==> src/sv/b32d_pkg.sv <==
// Shared types and constants for the Base32 stream decoder.
// Used by every module of the decoder; depends on nothing.
package b32d_pkg;

  localparam int ALPHA_WORDS  = 8;
  localparam int ALPHA_IDX_W  = 3;
  localparam int CFG_INDEX_W  = 4;
  localparam int CFG_DATA_W   = 32;
  localparam int CHARS_PER_W  = 4;
  localparam int CODE_W       = 5;
  localparam int ACC_W        = 7;
  localparam int CNT_W        = 3;

  localparam logic [CFG_DATA_W-1:0] ALPHA_RESET [ALPHA_WORDS] = '{
    32'd1145258561, 32'd1212630597, 32'd1280002633, 32'd1347374669,
    32'd1414746705, 32'd1482118741, 32'd858937945,  32'd926299444
  };

  typedef struct packed {
    logic              valid;
    logic [7:0]        symbol;
    logic              start;
    logic              found;
    logic [CODE_W-1:0] code;
  } cell_t;

endpackage

==> src/sv/base32_stream_decoder.sv <==
// Top level of the Base32 stream decoder: a row of lookup cells and the accumulator.
// Depends on b32d_pkg, b32d_cell and b32d_accum.
//
// One character enters per beat on the input channel (symbol, start_of_message)
// under in_valid/in_ready. Each of the eight lookup cells holds one alphabet
// register and passes the character on to its neighbor, marking the lowest
// matching alphabet index. The accumulator appends the 5-bit index and sends a
// byte on the output channel (data_byte, bad_symbol) under out_valid/out_ready
// whenever eight bits are held; an unknown character gives one beat with
// bad_symbol set. A set start_of_message clears the held bits first.
// Throughput is one character per cycle while the receiver keeps taking bytes.
// The character that completes a byte is registered in the first cell, then in
// each of the other seven cells in turn, and then in the output register. When
// the receiver stalls, the output register holds its beat and each cell stage
// fills up behind it, so the input keeps taking characters until the row is
// full. Reset empties the row, clears the held bits and loads the standard
// alphabet. Alphabet registers are written through cfg_write/cfg_index/cfg_data;
// the user must do so only while the decoder is idle, which the block does not
// enforce. Indexes past the last register are ignored.
module base32_stream_decoder (
  input  logic                              clk,
  input  logic                              rst,
  input  logic                              cfg_write,
  input  logic [b32d_pkg::CFG_INDEX_W-1:0]  cfg_index,
  input  logic [b32d_pkg::CFG_DATA_W-1:0]   cfg_data,
  input  logic                              in_valid,
  output logic                              in_ready,
  input  logic [7:0]                        symbol,
  input  logic                              start_of_message,
  output logic                              out_valid,
  input  logic                              out_ready,
  output logic [7:0]                        data_byte,
  output logic                              bad_symbol
);

  b32d_pkg::cell_t link  [b32d_pkg::ALPHA_WORDS+1];
  logic            ready [b32d_pkg::ALPHA_WORDS+1];

  always_comb begin
    link[0]        = '0;
    link[0].valid  = in_valid;
    link[0].symbol = symbol;
    link[0].start  = start_of_message;
  end

  assign in_ready = ready[0];

  for (genvar k = 0; k < b32d_pkg::ALPHA_WORDS; k++) begin : g_cell
    b32d_cell u_cell (
      .clk        (clk),
      .rst        (rst),
      .cell_id    (b32d_pkg::ALPHA_IDX_W'(k)),
      .cfg_write  (cfg_write),
      .cfg_index  (cfg_index),
      .cfg_data   (cfg_data),
      .din        (link[k]),
      .din_ready  (ready[k]),
      .dout       (link[k+1]),
      .dout_ready (ready[k+1])
    );
  end

  b32d_accum u_accum (
    .clk        (clk),
    .rst        (rst),
    .din        (link[b32d_pkg::ALPHA_WORDS]),
    .din_ready  (ready[b32d_pkg::ALPHA_WORDS]),
    .out_valid  (out_valid),
    .out_ready  (out_ready),
    .data_byte  (data_byte),
    .bad_symbol (bad_symbol)
  );

endmodule

==> src/sv/b32d_cell.sv <==
// One lookup cell: holds one alphabet word and compares a passing symbol against it.
// Depends on b32d_pkg.
module b32d_cell (
  input  logic                                 clk,
  input  logic                                 rst,
  input  logic [b32d_pkg::ALPHA_IDX_W-1:0]     cell_id,
  input  logic                                 cfg_write,
  input  logic [b32d_pkg::CFG_INDEX_W-1:0]     cfg_index,
  input  logic [b32d_pkg::CFG_DATA_W-1:0]      cfg_data,
  input  b32d_pkg::cell_t                      din,
  output logic                                 din_ready,
  output b32d_pkg::cell_t                      dout,
  input  logic                                 dout_ready
);

  logic [b32d_pkg::CFG_DATA_W-1:0] alpha_word;
  b32d_pkg::cell_t                 q;
  b32d_pkg::cell_t                 q_next;

  always_ff @(posedge clk) begin
    if (rst) begin
      alpha_word <= b32d_pkg::ALPHA_RESET[cell_id];
    end else if (cfg_write && cfg_index == b32d_pkg::CFG_INDEX_W'(cell_id)) begin
      alpha_word <= cfg_data;
    end
  end

  always_comb begin
    q_next = din;
    for (int j = b32d_pkg::CHARS_PER_W - 1; j >= 0; j--) begin
      if (!din.found && alpha_word[j*8 +: 8] == din.symbol) begin
        q_next.found = 1'b1;
        q_next.code  = {cell_id, 2'(j)};
      end
    end
  end

  assign din_ready = !q.valid || dout_ready;
  assign dout      = q;

  always_ff @(posedge clk) begin
    if (rst) begin
      q.valid <= 1'b0;
    end else if (din_ready) begin
      q <= q_next;
    end
  end

endmodule

==> src/sv/b32d_accum.sv <==
// Bit accumulator and output register: packs 5-bit codes into bytes.
// Depends on b32d_pkg.
module b32d_accum (
  input  logic            clk,
  input  logic            rst,
  input  b32d_pkg::cell_t din,
  output logic            din_ready,
  output logic            out_valid,
  input  logic            out_ready,
  output logic [7:0]      data_byte,
  output logic            bad_symbol
);

  logic [b32d_pkg::ACC_W-1:0]                 acc;
  logic [b32d_pkg::CNT_W-1:0]                 cnt;
  logic [b32d_pkg::ACC_W-1:0]                 acc_base;
  logic [b32d_pkg::CNT_W-1:0]                 cnt_base;
  logic [b32d_pkg::CNT_W:0]                   sum;
  logic [b32d_pkg::ACC_W+b32d_pkg::CODE_W-1:0] acc_wide;
  logic [b32d_pkg::ACC_W-1:0]                 acc_next;
  logic [b32d_pkg::CNT_W-1:0]                 cnt_next;
  logic [7:0]                                 byte_next;
  logic                                       take;
  logic                                       emit;

  assign din_ready = !out_valid || out_ready;
  assign take      = din.valid && din_ready;

  always_comb begin
    acc_base  = din.start ? '0 : acc;
    cnt_base  = din.start ? '0 : cnt;
    sum       = {1'b0, cnt_base} + (b32d_pkg::CNT_W+1)'(b32d_pkg::CODE_W);
    acc_wide  = {acc_base, din.code};
    byte_next = 8'(acc_wide >> sum[b32d_pkg::CNT_W-1:0]);
    if (din.found) begin
      acc_next = acc_wide[b32d_pkg::ACC_W-1:0]
               & ~({b32d_pkg::ACC_W{1'b1}} << sum[b32d_pkg::CNT_W-1:0]);
      cnt_next = sum[b32d_pkg::CNT_W-1:0];
      emit     = sum[b32d_pkg::CNT_W];
    end else begin
      acc_next = acc_base;
      cnt_next = cnt_base;
      emit     = 1'b1;
    end
  end

  always_ff @(posedge clk) begin
    if (rst) begin
      acc       <= '0;
      cnt       <= '0;
      out_valid <= 1'b0;
    end else begin
      if (out_ready) begin
        out_valid <= 1'b0;
      end
      if (take) begin
        acc <= acc_next;
        cnt <= cnt_next;
        if (emit) begin
          out_valid <= 1'b1;
        end
      end
    end
  end

  always_ff @(posedge clk) begin
    if (take && emit) begin
      data_byte  <= din.found ? byte_next : 8'h00;
      bad_symbol <= !din.found;
    end
  end

endmodule

==> config.mk <==
export PLATFORM = sky130hd
export DESIGN_NAME = base32_stream_decoder
export DESIGN_NICKNAME = d
export VERILOG_FILES = /design/src/sv/b32d_pkg.sv /design/src/sv/base32_stream_decoder.sv /design/src/sv/b32d_cell.sv /design/src/sv/b32d_accum.sv
export SDC_FILE = /design/constraint.sdc
export NUM_CORES = 1
export LEC_CHECK = 0
export BUFFER_PORTS_ARGS = -buffer_cell sky130_fd_sc_hd__buf_2
export CAP_MARGIN = 40
export CORE_ASPECT_RATIO = 1.1
export CORE_MARGIN = 2
export CORE_UTILIZATION = 45
export CTS_BUF_LIST = sky130_fd_sc_hd__clkbuf_2 sky130_fd_sc_hd__clkbuf_4 sky130_fd_sc_hd__clkbuf_8
export CTS_CLUSTER_DIAMETER = 200
export DETAILED_ROUTE_END_ITERATION = 10
export GPL_TIMING_DRIVEN = 1
export SYNTH_ARGS = -nofsm -noshare
export SYNTH_HDL_FRONTEND = slang
export SYNTH_SLANG_ARGS = --single-unit
==> constraint.sdc <==
create_clock -name clk -period 3.3 [get_ports clk]
set_input_delay 0.33 -clock clk [delete_from_list [all_inputs] [get_ports clk]]
set_output_delay 0.33 -clock clk [all_outputs]
set_load 0.01 [all_outputs]
==> metrics.yaml, run 1 <==
routed-wl-met3_um: 2579
hold_viol_final: 0
cts_clk_pin_slew_worst_paths_ns: 0.06
synth_warnings: 0
vias_per_cell: 5.270
floorplan.initialDensity: 0.4583
final.setup.tns_ns: 0
drt_pre_antenna_iters: 5
first_global_vias: 12590
number_of_antenna_violations_at_the_first_check_in_global_routing: 0
detail-route-antenna-nets: 0
area_growth_syn_to_layout_pct: 9.723
die_width_um: 192.5
cts-root-to-sink-buffers: 3
final_cells: 2442
achievable-frequency_mhz: 373.3
yosysUniqueCellTypes: 51
wire_length_on_met2_um: 24080
drcViolationCount: 0
critPathMaxFanout: 20
placementRows: 75
h-tree-depth: 3
grt_setup_unrepaired: "no"
global_placer_s_final_weighted_congestion: 0.8616
grtUsageTotal: 0.2446
final_core_util: 0.5029
gr-total-overflow: 0
synth_most_common_cell: "nand2_1"
dp.cells: 2317
flop_and_latch_count_out_of_synthesis: 389
synth-edff-count: 114
post_route_cells_drive_above_1_share: 0.1174
synth_area_per_inst_um2: 9.205
ctsResizeCount: 0
synthCells: 1911
grt_start_max_net_pins: 114
maxCapViolCount: 0
finClkSkew_ns: 0.03691
path_class: "flip-flop to flip-flop"
floorplan.die.height_um: 211.4
async_reset_ff_frac: 0
vdd_ir_drop_max_mv: 0.3422
num_io_pins: 61
setup_viol: 0
timing.final.max_slew_violations: 0
drt-wirelength-per-cell_um: 19.91
m1WireLength_um: 20100
synth_top_area_frac: 0.3130
hpwlAfterDp_um: 30100
run_status: "finished, final reports clean"
synthesis.area_um2: 17590
synth_top_cells_by_count: "nand2_1 (531), dfxtp_1 (275), xnor2_1 (214)"
worstPathArrival_ns: 3.13
period_minus_slack_ns: 2.679
cell_at_the_root_of_the_clock_tree: "clkbuf_8"
num_antenna_cells: 0
floorplan.die_area_um2: 40690
clkLatencyLatePin_ns: 0.61
cp.required_ns: 3.75
cts_tree: "yes"
pwr_density_cell_nw_per_um2: 540.5
detailedRoute.firstIterationViolations: 1135
synth.top_cells.by_area: "dfxtp_1 (31%), edfxtp_1 (19%), nand2_1 (11%)"
endpoint_kind: "flip-flop"
maxUsedRoutingLayer: "met4"
dr_vias: 12870
final_routed_wirelength_um: 48620
final.hold.worst_slack_ns: 0.05002
numClockSinks: 389
synth.net_count: 1965
fin_nets: 1945
seq_area_frac_synth: 0.5076
setup.worst_path.start_class: "flip-flop"
timing_worst_slew_pin_value_ns: 0.8354
floorplan.core_area_um2: 38380
ys_dominant_reg_cell: "dfxtp_1"
min_period_over_period: 0.8118
port-buffer-count: 60
grt_pass1_wl_um: 74200
design_power_total_mw: 10.43
synthDominantAreaCellType: "dfxtp_1"
p_leak_nw: 7.115
hold_crit_class: "primary input to flip-flop"
cts-buffers-inserted: 68
maxSlewHeadroom: 0.4431
-- per-stage QoR --
stage,worst slack (ns),instance area [um^2]
6_report,0.6211,19300
5_1_grt,0.4440,19300
4_1_cts,0.6526,19300
3_5_place_dp,0.6701,17870
3_3_place_gp,0.6975,17840
2_1_floorplan,0.9202,17590
-- critical path: stages (launching register included) --
cell      delay [ns]
edfxtp_1        0.60
nand2b_2        0.32
ha_1            0.65
inv_1           0.26
or4_1           0.54
a21oi_1         0.16
-- cell type report --
cell class	count	area (um^2)
clock inverters	19	136.4
multi-input cells	1323	7704
clock buffers	102	1254
fillers	3562	19080
repair buffers	92	589.3
flip-flops and latches	389	8929
inverters	17	63.81
well taps	500	625.6
-- state kept, by name, indices dropped and copies added (netlist names) --
name                      count
g_cell.u_cell.dout          113
u_accum.data_byte             8
u_accum.acc                   7
g_cell.u_cell.alpha_word    256
u_accum.out_valid             1
u_accum.bad_symbol            1
u_accum.cnt                   3
-- layout by cell type (no fill, tap or decap), types with 4 or more instances in the layout --
cell | netlist | layout
a211oi_1 | 5 | 5
a21oi_1 | 162 | 162
a22oi_1 | 4 | 4
a31oi_1 | 6 | 6
a32oi_1 | 6 | 6
and2_1 | 5 | 5
buf_2 | 46 | 59
buf_4 | 34 | 26
clkbuf_4 | 0 | 24
clkbuf_8 | 0 | 78
clkinv_1 | 0 | 9
clkinv_2 | 0 | 7
dfxtp_1 | 275 | 275
dlygate4sd3_1 | 0 | 4
edfxtp_1 | 114 | 114
ha_1 | 4 | 4
inv_1 | 15 | 15
mux2i_1 | 7 | 7
nand2_1 | 531 | 531
nand2b_1 | 9 | 9
nand3_1 | 33 | 33
nand3b_1 | 117 | 117
nand4_1 | 37 | 37
nor2_1 | 41 | 41
nor3_1 | 10 | 9
nor4_1 | 8 | 8
o211a_1 | 8 | 8
or2_1 | 15 | 15
or4_1 | 17 | 17
or4_4 | 5 | 5
xnor2_1 | 214 | 214
xnor2_2 | 6 | 6
xor2_1 | 36 | 36
-- routing by layer --
| layer | GRT usage | vias up |
|---|---|---|
| li1 | - | 6255 |
| met1 | 0.3017 | 6167 |
| met2 | 0.4137 | 337 |
| met3 | 0.04692 | 110 |
| met4 | 0.1108 | 0 |
| met5 | 0 | - |
-- path summary, 6_finish.rpt --
check	start	end	slack [ns]	cells past startpoint
setup reg to reg	g_cell[7].u_cell.dout[6]	u_accum.data_byte[6]	0.62	5
hold / removal	symbol[1]	g_cell[0].u_cell.dout[8]	0.05	1
hold reg to reg	g_cell[4].u_cell.dout[6]	g_cell[5].u_cell.dout[6]	0.41	0
setup / recovery	g_cell[7].u_cell.dout[6]	u_accum.data_byte[6]	0.62	5
-- repair_timing --
| item | CTS | global route |
|---|---|---|
| endpoints found under the hold margin | 4 | 0 |
| buffers inserted | 0 | 0 |
| hold buffers | 4 | 0 |
-- power breakdown --
group	total, mW	internal (mW)	switching [mW]
clock	4.52	2.58	1.94
sequential	5.24	5.07	0.172
combinational	0.678	0.268	0.409
total	10.4	7.91	2.52
-- logic make-up after synthesis --
logic type                 count (synthesis)  synth area share
and+or+nand+nor                          849            0.2318
DFF                                      389            0.5076
xor gates and xnor gates                 256            0.1300
AOI/OAI and AO/OA                        204           0.06544
buffers and inverters                    199           0.05512
muxes                                     10          0.007184
adders and majority gates                  4          0.002845
Note: power is estimated with default switching activity, not from simulation.
==> run 2: changes to the inputs <==
clock period = 2.27 ns   (was 3.3 ns; I/O delays follow)
==> run 2 against run 1 <==
Net effect:
- worst hold slack got worse by 0.00080 ns
- count of clock-buffer cells in the layout rose by 3
- first-iteration DRC count fell by 11%
- design area rose by 1.2%
- sequential power rose by 45%
- clock skew fell by 0.011 ns
- sequential cell count did not move
- total power rose by 46%
- global-route usage barely moved
- critical path type is now flip-flop to output port
- combinational power rose by 50%
- register-to-register slack got worse by 0.47 ns
- sequential share of layout area fell by 0.53 points
==> metrics.yaml, run 2 (synthesis gave the netlist of run 1 again) <==
drt_pre_antenna_iters: 6  # +1
number_of_instances_on_the_worst_hold_path: 3  # +2
timing_worst_slew_pin_value_ns: 0.7550  # -0.08038 ns
die_width_um: 192.5  # unchanged
setup.worst_path.start_class: "flip-flop"
critPathLaunch: "g_cell[7].u_cell.dout[15]"
power.sequential.fraction: 0.500  # -0.002
grt_pass1_wl_um: 74600  # +0.54%
final.hold.worst_slack_ns: 0.04922  # -0.0007995 ns
drcViolationCount: 0  # unchanged
maxCapViolCount: 0  # unchanged
floorplan.die_area_um2: 40690  # unchanged
hpwlAfterDp_um: 30470  # +1.2%
first_global_vias: 12620  # +0.24%
min_period_over_period: 0.9477
worst-r2r-cell-count: 7  # +2
run_status: "finished, final reports clean"
grt_setup_unrepaired: "no"
cts_clk_pin_slew_worst_paths_ns: 0.06  # about the same
achievable-frequency_mhz: 464.8
cts-root-to-sink-buffers: 3  # unchanged
grtUsageMet2: 0.3990  # -0.01464
global_placer_s_final_weighted_congestion: 0.8711  # +1.1%
critPathMaxFanout: 6  # -70%
pwr_density_cell_nw_per_um2: 778.7  # +44%
hold_crit_class: "primary input to flip-flop"
dp.cells: 2328  # +0.47%
cts_tree: "yes"
num_antenna_cells: 0  # unchanged
busiest_layer: "met2"
placementRows: 75  # unchanged
final_routed_wirelength_um: 48780  # +0.33%
floorplan.initialDensity: 0.4583  # unchanged
grt_util_met1: 0.3139  # +0.01217
gr-total-overflow: 0  # unchanged
area_growth_syn_to_layout_pct: 11.02
cts-buffers-inserted: 66  # -2.9%
setup_viol: 0  # unchanged
sw_ratio: 0.2439  # +0.002413
number_of_antenna_violations_at_the_first_check_in_global_routing: 1  # +1
maxSlewHeadroom: 0.4966  # +0.05359
cell_at_the_root_of_the_clock_tree: "clkbuf_8"
logic_pwr_share: 0.067  # +0.002
port-buffer-count: 60  # unchanged
detail-route-antenna-nets: 0  # unchanged
clkLatencyLatePin_ns: 0.61  # about the same
endpoint_kind: "output port"
relative_contribution_of_the_clock_network_to_total_power: 0.433  # about the same
critical_path.endpoint: "in_ready"
gr-usage-met3: 0.04791  # +0.0009947
layout.cells.most_common: "nand2_1"
dr_vias: 13010  # +1.1%
floorplan.die.height_um: 211.4  # unchanged
fillers: 3571  # +0.25%
post_route_cells_drive_above_1_share: 0.1261  # +0.008676
register_bank_with_the_most_flops: "g_cell.u_cell.alpha_word"
regToRegSetupSlack_ns: 0.15  # -0.47 ns
internal_power_mw: 11.50  # +45%
numClockSinks: 389  # unchanged
timing.final.max_slew_violations: 0  # unchanged
h-tree-depth: 3  # unchanged
vias_per_cell: 5.272  # about the same
vdd_ir_drop_max_mv: 0.5436  # +59%
regToRegStartpoint: "g_cell[7].u_cell.dout[6]"
fin_nets: 1969  # +1.2%
path_class: "flip-flop to output port"
crit-reg2reg-capture: "u_accum.data_byte[4]"
fin_ws_ns: 0.1187  # -0.5024 ns
floorplan.core_area_um2: 38380  # unchanged
design_power_total_mw: 15.21  # +46%
net_switching_component_of_the_power_mw: 3.709  # +47%
worstPathArrival_ns: 1.92  # -1.21 ns
grt_start_max_net_pins: 141  # +24%
final.setup.tns_ns: 0  # unchanged
period_minus_slack_ns: 2.151
detailedRoute.firstIterationViolations: 1014  # -11%
num_io_pins: 61  # unchanged
grtUsageTotal: 0.2448  # about the same
cp.required_ns: 2.04  # -1.71 ns
most-common-layout-cells: "nand2_1 (531), dfxtp_1 (274), xnor2_1 (214)"
p_leak_nw: 7.220  # +1.5%
drt-wirelength-per-cell_um: 19.77  # -0.69%
dp_worst_setup_slack_ns: 0.1846  # -0.4855 ns
finClkSkew_ns: 0.02595  # -0.01097 ns
hold_viol_final: 0  # unchanged
final_cells: 2467  # +1.0%
number_of_flip_flops_under_the_largest_register_name: 256  # unchanged
==> run 2: cell type report <==
class / instances / area (um^2) / share of cell area
inverters: 17 / 63.81 / 0.003268
clock inverters: 15 / 140.1 / 0.007176
clock buffers: 105 / 1245 / 0.06375
repair buffers: 118 / 812.0 / 0.04158
multi-input cells: 1323 / 7712 / 0.3949
flip-flops and latches: 389 / 8930 / 0.4573
well taps: 500 / 625.6 / 0.03203
==> run 2: power by group through the flow <==
stage	Clock [mW]	Combinational (mW)	Sequential, mW
3_3_place_gp	0	0.981	7.75
6_report	6.59	1.02	7.60
3_5_place_dp	0	0.987	7.75
2_1_floorplan	0	0.787	7.60
5_1_grt	7.08	1.09	7.62
4_1_cts	6.76	1.01	7.60
==> run 2: metal layers <==
layer | part of all wire | routed length, um
met1 | 0.43 | 20760
met2 | 0.48 | 23410
met3 | 0.056 | 2734
met4 | 0.038 | 1875
met5 | 0 | 0
==> run 2: how the worst min path moves through the flow <==
stage	from	to	slack, ns
2_1_floorplan	symbol[3]	g_cell[0].u_cell.dout[10]	0.33
3_3_place_gp	g_cell[0].u_cell.dout[6]	g_cell[1].u_cell.dout[6]	0.40
3_5_place_dp	g_cell[1].u_cell.dout[6]	g_cell[2].u_cell.dout[6]	0.41
4_1_cts	cfg_data[15]	g_cell[4].u_cell.alpha_word[15]	0.0002
5_1_grt	cfg_data[3]	g_cell[5].u_cell.alpha_word[3]	0.02
6_report	cfg_data[6]	g_cell[5].u_cell.alpha_word[6]	0.05
==> run 2: metrics by stage <==
step                cell area (um^2)  utilization
floorplan                      17590            -
global placement               17950       0.4676
detailed placement             17950       0.4676
CTS                            19530       0.5087
global route                   19530       0.5088
finish                         19530       0.5088
==> run 2: timing repair <==
item	in CTS	in global routing
pin swaps	1	0
buffers inserted	1	0
resized for setup	3	1
hold buffers	18	0
setup endpoints to repair	1	1
endpoints found under the hold margin	38	0
==> run 2: worst max-delay path, stage by stage (launching register included) <==
cell     delay [ns]
dfxtp_2        0.37
and4b_2        0.27
and3_4         0.22
and3_4         0.23
nand3_2        0.09
buf_2          0.15
==> run 3: changes to the inputs <==
SYNTH_HIERARCHICAL = 1   (was unset)
==> run 3 against run 2 <==
Net effect:
- the run now ends with negative setup slack left
- clock power about the same
- utilization rose by 1.4 points
- global-route usage fell by 2.1 points
- register-to-register slack worse by 0.23 ns
- non-clock buffer count grew 3
- worst setup slack got worse by 0.67 ns
- first-iteration DRC count shrank 3.9%
- synthesized cell count shrank 13%
- critical path depth up 13
- cell count rose by 3.6%
- highest routed layer unchanged
==> metrics.yaml, run 3 <==
run_status: "complete, but fails checks"
failed_checks: "negative setup slack"
drcViolationCount: 0  # unchanged
net_switching_component_of_the_power_mw: 4.413  # +19%
detailedRoute.firstIterationViolations: 974  # -3.9%
grt_start_max_net_pins: 96  # -32%
grt_setup_unrepaired: "yes"
relative_contribution_of_the_clock_network_to_total_power: 0.370  # -0.063
vdd_ir_drop_max_mv: 0.4110  # -24%
maxCapViolCount: 0  # unchanged
vias_per_cell: 5.002  # -5.1%
internal_power_mw: 13.35  # +16%
path_class: "flip-flop to output port"
drt_pre_antenna_iters: 5  # -1
logic_pwr_share: 0.114  # +0.047
floorplan.die_area_um2: 47520  # +17%
cts-buffers-inserted: 68  # +3.0%
first_global_vias: 12700  # +0.67%
synth_warnings: 6  # +6
final_area_um2: 23690  # +21%
port-buffer-count: 60  # unchanged
gr-total-overflow: 0  # unchanged
number_of_antenna_violations_at_the_first_check_in_global_routing: 2  # +1
placedInstanceArea_um2: 22100  # +23%
finClkSkew_ns: 0.02987  # +0.003927 ns
cts_clk_pin_slew_worst_paths_ns: 0.07  # about the same
floorplan.die.height_um: 228.4  # +8.1%
sw_ratio: 0.2484  # +0.004528
dr_vias: 12790  # -1.7%
cpMostUsedCell: "inv_2"
achievable-frequency_mhz: 355.1  # -24%
most-common-layout-cells: "edfxtp_1 (377), xnor2_1 (229), conb_1 (178)"
numClockSinks: 396  # +1.8%
timing.final.max_slew_violations: 0  # unchanged
final.hold.worst_slack_ns: 0.1704  # +0.1211 ns
maxSlewHeadroom: 0.6263  # +0.1297
floorplan.initialDensity: 0.4544  # -0.003956
ordered_list_of_cells_on_the_worst_path: "nand2b_4 > nor2b_4 > inv_2 > nor2b_4 > inv_2 > nor2b_2 > inv_1 > nor2b_2 > inv_1 > nor2b_2 > inv_2 > nor2b_4 > inv_2 > nor2b_4 > inv_2 > nor2b_4 > inv_2 > buf_6"
p_leak_nw: 9.151  # +27%
register_bank_with_the_most_flops: "g_cell.u_cell/alpha_word"
fin_ws_ns: -0.5464  # -0.6651 ns
num_io_pins: 61  # unchanged
synth_area_per_inst_um2: 12.41  # +35%
setup_viol: 30  # +30
grt_pass1_wl_um: 78620  # +5.4%
min_period_over_period: 1.241  # +0.2930
worstPathArrival_ns: 2.59  # +0.67 ns
area_growth_syn_to_layout_pct: 14.99
hold_crit_class: "primary input to flip-flop"
number_of_flip_flops_under_the_largest_register_name: 256  # unchanged
fin_nets: 2009  # +2.0%
hpwlAfterDp_um: 34530  # +13%
clkLatencyLatePin_ns: 0.63  # +0.02 ns
cp.required_ns: 2.04  # about the same
critical-path-slowest-cell: "dfxtp_2"
hold_viol_final: 0  # unchanged
period_minus_slack_ns: 2.816  # +0.6651 ns
die_width_um: 208.0  # +8.1%
synthCells: 1661  # -13%
floorplan.core_area_um2: 45350  # +18%
cts_tree: "yes"
critPathMaxFanout: 2  # -4
h-tree-depth: 3  # unchanged
drt-wirelength-per-cell_um: 20.61  # +4.3%
endpoint_kind: "output port"
setup.worst_path.start_class: "flip-flop"
cell_at_the_root_of_the_clock_tree: "clkbuf_8"
placementRows: 82  # +9.3%
pwr_density_cell_nw_per_um2: 749.7  # -3.7%
timing_worst_slew_pin_value_ns: 0.5584  # -0.1966 ns
detail-route-antenna-nets: 0  # unchanged
cts-root-to-sink-buffers: 3  # unchanged
global_placer_s_final_weighted_congestion: 0.8454  # -3.0%
power.sequential.fraction: 0.516  # +0.016
grtUsageTotal: 0.2238  # -0.02106
post_route_cells_drive_above_1_share: 0.1754  # +0.04931
final_core_util: 0.5225  # +0.01367
cp_peak_stage_delay_ns: 0.34  # -0.03 ns
fillers: 4024  # +13%
synthesis.area_um2: 20600  # +17%
layout.cells.most_common: "edfxtp_1"
final_routed_wirelength_um: 52690  # +8.0%
-- run 3: power groups by stage --
| stage | sequential [mW] | clock (mW) | combinational (mW) |
|---|---|---|---|
| final | 9.17 | 6.58 | 2.02 |
| after global routing | 9.23 | 7.01 | 2.23 |
| after CTS | 9.18 | 6.74 | 1.98 |
| after detailed placement | 9.33 | 0 | 1.95 |
| after global placement | 9.32 | 0 | 1.92 |
| after floorplan | 9.12 | 0 | 1.52 |
-- run 3: per-stage QoR --
step,TNS [ns],worst slack [ns],power (mW),instances
floorplan,-0.5211,-0.03474,10.64,1837
global placement,-8.683,-0.3021,11.24,2417
detailed placement,-7.117,-0.2902,11.28,2420
CTS,-1.857,-0.6113,17.90,2547
global route,-6.424,-0.7076,18.47,2555
finish,-1.896,-0.5464,17.76,2556
-- run 3: layer usage --
layer,part of all wire,global-route usage
met1,0.43,0.2912
met2,0.49,0.3806
met3,0.051,0.02927
met4,0.030,0.08621
met5,0,0
-- run 3: what timing repair did --
| action | 4_1_cts | 5_1_grt |
|---|---|---|
| endpoints found under the hold margin | 11 | 0 |
| setup buffers | 2 | 8 |
| hold buffers | 11 | 0 |
| cloned | 1 | 1 |
| pin swaps | 0 | 1 |
| endpoints found under the setup margin | 26 | 28 |
| gates resized for setup | 11 | 4 |
-- run 3: layout make-up --
class                   count  area (um^2)  area share
repair buffers            121        975.9     0.04119
clock buffers              86         1084     0.04573
well taps                 588        735.7     0.03105
flip-flops and latches    396        11700      0.4939
inverters                 151        566.8     0.02392
multi-input cells        1186         8369      0.3532
diodes                      1        2.502   0.0001056
clock inverters            27        257.7     0.01088
-- run 3: worst max-delay path: cells and delay by family, from the launching register on --
kind | cells | cell delay [ns]
buffers and inverters | 9 | 0.55
flip-flops | 1 | 0.34
AND/OR/NAND/NOR | 9 | 1.10
-- run 3: path summary, 6_finish.rpt --
path | slack [ns] | endpoint | start | depth (start not counted)
min reg2reg | 0.42 | g_cell[1].u_cell/dout[6] | g_cell[0].u_cell/dout[6] | 0
max reg2reg | -0.08 | g_cell[0].u_cell/dout[1] | u_accum/out_valid | 18
min | 0.17 | g_cell[2].u_cell/alpha_word[2] | cfg_data[2] | 3
max | -0.55 | in_ready | u_accum/out_valid | 18
